[config.mk]
export PLATFORM = sky130hd
export DESIGN_NAME = bhtdr_ctrl
export DESIGN_NICKNAME = d
export VERILOG_FILES = /design/src/hdl/bhtdr_pkg.sv /design/src/hdl/bhtdr_ctrl.sv
export SDC_FILE = /design/constraint.sdc
export NUM_CORES = 1
export LEC_CHECK = 0
export BUFFER_PORTS_ARGS = -buffer_cell sky130_fd_sc_hd__buf_2
export CORE_AREA = 3 3 40 42
export CTS_BUF_LIST = sky130_fd_sc_hd__clkbuf_16
export CTS_CLUSTER_SIZE = 30
export DETAILED_ROUTE_END_ITERATION = 10
export DIE_AREA = 0 0 43 45
export SKIP_CTS_REPAIR_TIMING = 1
export SLEW_MARGIN = 20
export SYNTH_ARGS = -nofsm -noshare
export SYNTH_HDL_FRONTEND = slang
export SYNTH_SLANG_ARGS = --single-unit
[constraint.sdc]
create_clock -name clk -period 1.3 [get_ports clk]
set_input_delay 0.065 -clock clk [delete_from_list [all_inputs] [get_ports clk]]
set_output_delay 0.065 -clock clk [all_outputs]
set_load 0.005 [all_outputs]
[src/hdl/bhtdr_pkg.sv]
package bhtdr_pkg;

  localparam int MAX_BUCKETS = 4096;
  localparam int WAYS = 3;
  localparam int KEY_BITS = 16;
  localparam int AGE_BITS = 5;
  localparam int BKT_W = $clog2(MAX_BUCKETS);
  localparam int WAY_W = (WAYS > 1) ? $clog2(WAYS) : 1;
  localparam int NB_W = 13;

  localparam logic [8:0] DEPTH_MARGIN = 9'd4;
  localparam logic [15:0] EMPTY_RESET = 16'sd32001;
  localparam logic [NB_W-1:0] NB_RESET = NB_W'(MAX_BUCKETS);
  localparam logic [1:0] EXACT_RESET = 2'd3;

  localparam logic [1:0] OP_PROBE = 2'd0;
  localparam logic [1:0] OP_STORE = 2'd1;
  localparam logic [1:0] OP_CLEAR = 2'd2;

  localparam logic [1:0] REG_NUM_BUCKETS = 2'd0;
  localparam logic [1:0] REG_EXACT_BOUND = 2'd1;
  localparam logic [1:0] REG_EMPTY_SCORE = 2'd2;

  typedef struct packed {
    logic [KEY_BITS-1:0] tag;
    logic [7:0]          depth;
    logic [15:0]         move;
    logic [15:0]         score;
    logic [15:0]         eval;
    logic [1:0]          bound;
    logic                pv;
    logic [AGE_BITS-1:0] age;
  } entry_t;

  typedef entry_t [WAYS-1:0] row_t;

  typedef struct packed {
    logic load_in;
    logic sweep_start;
    logic sweep;
    logic mul_lo;
    logic mul_hi;
    logic rd;
    logic exec;
    logic load_out;
  } cmd_t;

  typedef struct packed {
    logic sweep_last;
  } sts_t;

endpackage

[src/hdl/bhtdr_ctrl.sv]
module bhtdr_ctrl
  import bhtdr_pkg::*;
(
  input  logic       clk,
  input  logic       rst,
  input  logic       in_valid,
  input  logic [1:0] opcode,
  input  logic       out_stall,
  input  sts_t       sts,
  output logic       in_stall,
  output logic       out_valid,
  output cmd_t       cmd
);

  localparam logic [2:0] S_SWEEP = 3'd0;
  localparam logic [2:0] S_IDLE  = 3'd1;
  localparam logic [2:0] S_MUL   = 3'd2;
  localparam logic [2:0] S_IDX   = 3'd3;
  localparam logic [2:0] S_READ  = 3'd4;
  localparam logic [2:0] S_EXEC  = 3'd5;
  localparam logic [2:0] S_DONE  = 3'd6;

  logic [2:0] state, state_next;
  logic       clr_pending, clr_pending_next;
  logic       out_valid_next;
  logic       accept;

  assign in_stall = (state != S_IDLE);
  assign accept = in_valid && !in_stall;

  always_comb begin
    cmd = '0;
    state_next = state;
    clr_pending_next = clr_pending;
    unique case (state)
      S_SWEEP: begin
        cmd.sweep = 1'b1;
        if (sts.sweep_last) begin
          state_next = clr_pending ? S_DONE : S_IDLE;
          clr_pending_next = 1'b0;
        end
      end
      S_IDLE: begin
        if (accept) begin
          cmd.load_in = 1'b1;
          if (opcode == OP_CLEAR) begin
            cmd.sweep_start = 1'b1;
            clr_pending_next = 1'b1;
            state_next = S_SWEEP;
          end else if (opcode == OP_PROBE || opcode == OP_STORE) begin
            state_next = S_MUL;
          end else begin
            state_next = S_DONE;
          end
        end
      end
      S_MUL: begin
        cmd.mul_lo = 1'b1;
        state_next = S_IDX;
      end
      S_IDX: begin
        cmd.mul_hi = 1'b1;
        state_next = S_READ;
      end
      S_READ: begin
        cmd.rd = 1'b1;
        state_next = S_EXEC;
      end
      S_EXEC: begin
        cmd.exec = 1'b1;
        state_next = S_DONE;
      end
      S_DONE: begin
        if (!out_valid || !out_stall) begin
          cmd.load_out = 1'b1;
          state_next = S_IDLE;
        end
      end
      default: state_next = S_IDLE;
    endcase
  end

  assign out_valid_next = cmd.load_out || (out_valid && out_stall);

  always_ff @(posedge clk) begin
    if (rst) begin
      state <= S_SWEEP;
      clr_pending <= 1'b0;
      out_valid <= 1'b0;
    end else begin
      state <= state_next;
      clr_pending <= clr_pending_next;
      out_valid <= out_valid_next;
    end
  end

  a_exec_done: assert property (@(posedge clk) disable iff (rst)
    (state == S_EXEC) |=> (state == S_DONE))
    else $error("exec not followed by done");

  a_sweep_end: assert property (@(posedge clk) disable iff (rst)
    (state == S_SWEEP && sts.sweep_last) |=> (state != S_SWEEP))
    else $error("sweep did not end");

  a_no_lost_result: assert property (@(posedge clk) disable iff (rst)
    (out_valid && out_stall) |=> out_valid)
    else $error("pending result dropped");

  a_clear_sweeps: assert property (@(posedge clk) disable iff (rst)
    (accept && opcode == OP_CLEAR) |=> (state == S_SWEEP))
    else $error("clear request did not start a sweep");

endmodule

== Yosys cells after proc, flatten, opt, wreduce, memory -nomap -nowiden ==
Cells that the tools add are included.
Storage, ports and cells
  bits in registers: 5
  output and inout port bits: 10
  word-level logic and storage cells: 50
  input port bits: 7
Cells by class
  reduce and logical (&&, ||, !) cells: 13
  eq/ne operators: 13
  mux-type cells: 21
Operators by type and width (number)
  case mux 3 bit (7 select lines): 1
  2-to-1 mux 3 bit: 6
  2-to-1 mux 1 bit: 11
  == test 3 bit, second input constant: 3
  inequality test 2 bit, second input constant: 4
  == test 3 x 2 -> 1 bit, second input constant: 2
  2-to-1 mux 2 bit: 2
  AND reduction 4 bit: 1
  == test 3 x 1 -> 1 bit, second input constant: 1
  zero test 1 bit: 3
  zero test 3 bit: 1
  logical OR 1 bit: 3
  inequality test 3 x 1 -> 1 bit, second input constant: 1
  AND reduction 3 bit: 1
  == test 2 x 1 -> 1 bit, second input constant: 1
  == test 2 bit, second input constant: 1
  logical AND 1 bit: 2
  zero test 2 bit: 1
  case mux 1 bit (2 select lines): 1
  nonzero test 2 bit: 1

== Logic depth before layout (Yosys ltp) ==
  depth in word-level cells: 6
  gate-level depth with buffers: 4
  depth with buffers taken out: 3

== Least setup slack after synthesis ==
No wires, ideal clock.
  path type: reg-to-reg
  start: register state[2]
  end: register state[0]
  path slack: 0.090 ns
  clock period less this slack: 1.210 ns
  arrival time: 1.109 ns
  required time: 1.199 ns
  buffers on the path: 1
  cell stages (with the launch flop): 5
  path through: dfxtp_1 -> buf_6 -> or2_4 -> or4_1 -> o41ai_1
Between the ends
  word-level cells in the longest chain between the ends: 5
  elaborated cells on any way between the ends: 15
RTL lines
  start, declared: line bhtdr_ctrl.sv:23  | logic [2:0] state, state_next;
  start signal, assigned: line bhtdr_ctrl.sv:91  | state <= state_next;
  inequality test 3 x 1 -> 1 bit: line bhtdr_ctrl.sv:28  | assign in_stall = (state != S_IDLE);
  zero test 1 bit: line bhtdr_ctrl.sv:29  | assign accept = in_valid && !in_stall;
  logical AND 1 bit: line bhtdr_ctrl.sv:29
  inequality test 2 bit (no source line)
  AND reduction 3 bit (no source line)
Parallel ways exist; a longest one is shown, timed or not.
A chain may end at the register's enable or synchronous reset.

== Final worst setup path ==
  start: register state[1]
  end: register state[1]
Same word-level chain as after synthesis.

==> impl_metrics.ini <==
[routing]
drc = 0
drt_iter0_drc = 11
dr.pass1.iters = 4
wire_per_inst_um = 13.4
via_count = 456
viasPerCell = 5.18
routed_wl_mm = 1.18
ant_nets = 0

[final_layout]
area_growth_pct = 64.6
finalNetCount = 81
n_antenna_cell = 0
multi_input_area_um2 = 259
regArea_um2 = 111
final_common_cell = buf_2
layout_common_cells = 17 x buf_2, 7 x buf_4, 6 x nor2_1, 4 x inv_1, 4 x a21oi_1
drive_above_1_share = 0.534
fill_cells = 128

[timing]
fmax_ghz = 0.802
final-setup-viol-count = 0
finalCritPeriodShare = 0.959
worst_pin_slew_ns = 0.249
fin_crit_ns = 1.25
rsz0062_at_grt = yes
setup_ws_ns = 0.0528
slew_viol_final = 0
slew_headroom = 0.832
clock_skew_ns = 0.00359
finalHoldViolations = 0

[worst_setup_path]
critical_path_class = flip-flop to flip-flop
cpLargestDelayFamily = compound AO/OA/AOI/OAI gates
critPathSlowestCell = dfxtp_4
crit_path_start_kind = flip-flop
path_cells = buf_2, buf_4, nor2_1, o32a_2, o22ai_1
endpoint_kind = flip-flop
reg2reg_from = state[1]$_SDFFE_PP0P_
critPathMaxFanout = 7
worstPathRequired_ns = 1.44
r2r_cells = 5
r2r_slack_ns = 0.05
r2r_end = state[1]$_SDFFE_PP0P_
crit_arrival_ns = 1.39
crit_buf_inv = 2
cpPeakStageDelay_ns = 0.38

[synthesis]
syn_area_per_cell_um2 = 8.12
synth-seq-cells = 5
yosys_warnings = 0
synth_nets = 54
netlist_instances = 47
synth_sequential_area_ratio = 0.262
syn-cell-area_um2 = 382
ys_types = 25

[clocking]
insertion_delay_ns = 0.23
tritoncts = built
htree_levels = 1
clock-sinks = 5
clkSlewWorstSetupHoldPaths_ns = 0.03
clock_path_buffers = 2
root_buffer = clkbuf_16
cts_inserted_buffers = 3

[floorplanning]
core_um2 = 1280
start_util = 0.297
ios = 17
dieArea_um2 = 1940
rows = 13
die_w_um = 43
die_y_um = 45

[global_route]
grt_use_total = 0.138
grt-ovfl-total = 0
first_global_vias = 411
antenna_found_initial = 0
grt_start_max_net_pins = 13
grt_pass1_wl_mm = 1.83

[min_path]
hold_depth = 2
min_path_type = input pin to flip-flop
min_to = state[2]$_SDFFE_PP0P_
hp-start = rst

[placement]
hpwl_um = 807
routabilityCongestion = 0.823
pre_cts_ws_ns = -0.00550
port_buffers = 16

[power]
power_uw = 1030
p_per_area_nw_per_um2 = 1640
p_leak_uw = 0.000322
ir_worst_vdd_mv = 1.00

[run_status]
status = finished clean

[flow_run]
drv_cap = 0
-- kinds of logic (layout without fill, tap and decap cells) --
group,count (synthesis),in the layout,synth area share
AOI/OAI and AO/OA,14,14,0.266
muxes,1,1,0.0295
buffers and inverters,6,32,0.108
and+or+nand+nor,21,21,0.334
DFF,5,5,0.262
-- per-stage QoR --
stage | area (µm²) | util | hold WS [ns] | TNS, ns | std cells
2_1_floorplan | 382 | - | 0.134 | 0 | 47
3_3_place_gp | 488 | 0.380 | 0.287 | 0 | 80
3_5_place_dp | 488 | 0.380 | 0.299 | -0.00550 | 80
4_1_cts | 567 | 0.441 | 0.0643 | -0.433 | 84
5_1_grt | 628 | 0.489 | 0.0795 | -0.0188 | 88
6_report | 628 | 0.489 | 0.0780 | 0 | 88
-- how the worst max path moves through the flow --
stage                               start                     to  slack (ns)  cells past startpoint
global placement    state[1]$_SDFFE_PP0P_  state[0]$_SDFFE_PP0P_        0.02                      3
CTS                 state[1]$_SDFFE_PP0P_                 cmd[6]       -0.18                      4
global route        state[1]$_SDFFE_PP0P_                 cmd[6]       -0.02                      4
floorplan           state[2]$_SDFFE_PP0P_  state[0]$_SDFFE_PP0P_        0.09                      4
detailed placement  state[1]$_SDFFE_PP0P_  state[0]$_SDFFE_PP0P_      -0.005                      3
finish              state[1]$_SDFFE_PP0P_  state[1]$_SDFFE_PP0P_        0.05                      5
-- registers in the layout, summed over array words and instances (netlist names) --
register / cells
clr_pending: 1
state: 3
out_valid: 1
-- cell type report --
type                    instances  share of cell area
well taps                      15              0.0299
inverters                       3              0.0179
clock inverters                 1             0.00598
repair buffers                 25               0.237
flip-flops and latches          5               0.177
multi-input cells              36               0.412
clock buffers                   3               0.120
-- synthesized netlist by cell type --
cell	n	area share
nor2_1	6	0.059
dfxtp_1	5	0.26
a21oi_1	4	0.052
and3_1	3	0.049
inv_1	3	0.030
nand2_1	3	0.030
buf_6	2	0.059
nand2b_1	2	0.033
nor3b_1	2	0.039
o21ai_0	2	0.026
a211oi_1	1	0.020
a22o_1	1	0.023
a311oi_1	1	0.023
a41oi_1	1	0.023
buf_4	1	0.020
mux2_2	1	0.030
nand3b_4	1	0.052
nor3_1	1	0.013
o221a_2	1	0.030
o22ai_1	1	0.016
o32a_2	1	0.030
o41ai_1	1	0.023
or2_2	1	0.016
or2_4	1	0.023
or4_1	1	0.020
-- routing by layer --
metal  vias to the layer above  track usage  part of all wire
li1                        227            -                 -
met1                       197        0.159              0.44
met2                        28        0.186              0.42
met3                         4       0.0797              0.12
met4                         0        0.108             0.023
met5                         -            0                 0
-- power by group --
part	switching [µW]	internal [µW]	leakage (µW)
clock network	105	399	0.0000423
logic	131	178	0.000237
registers	41.4	178	0.0000429
total	277	754	0.000322
No activity file was read; power rests on OpenSTA's default activity.
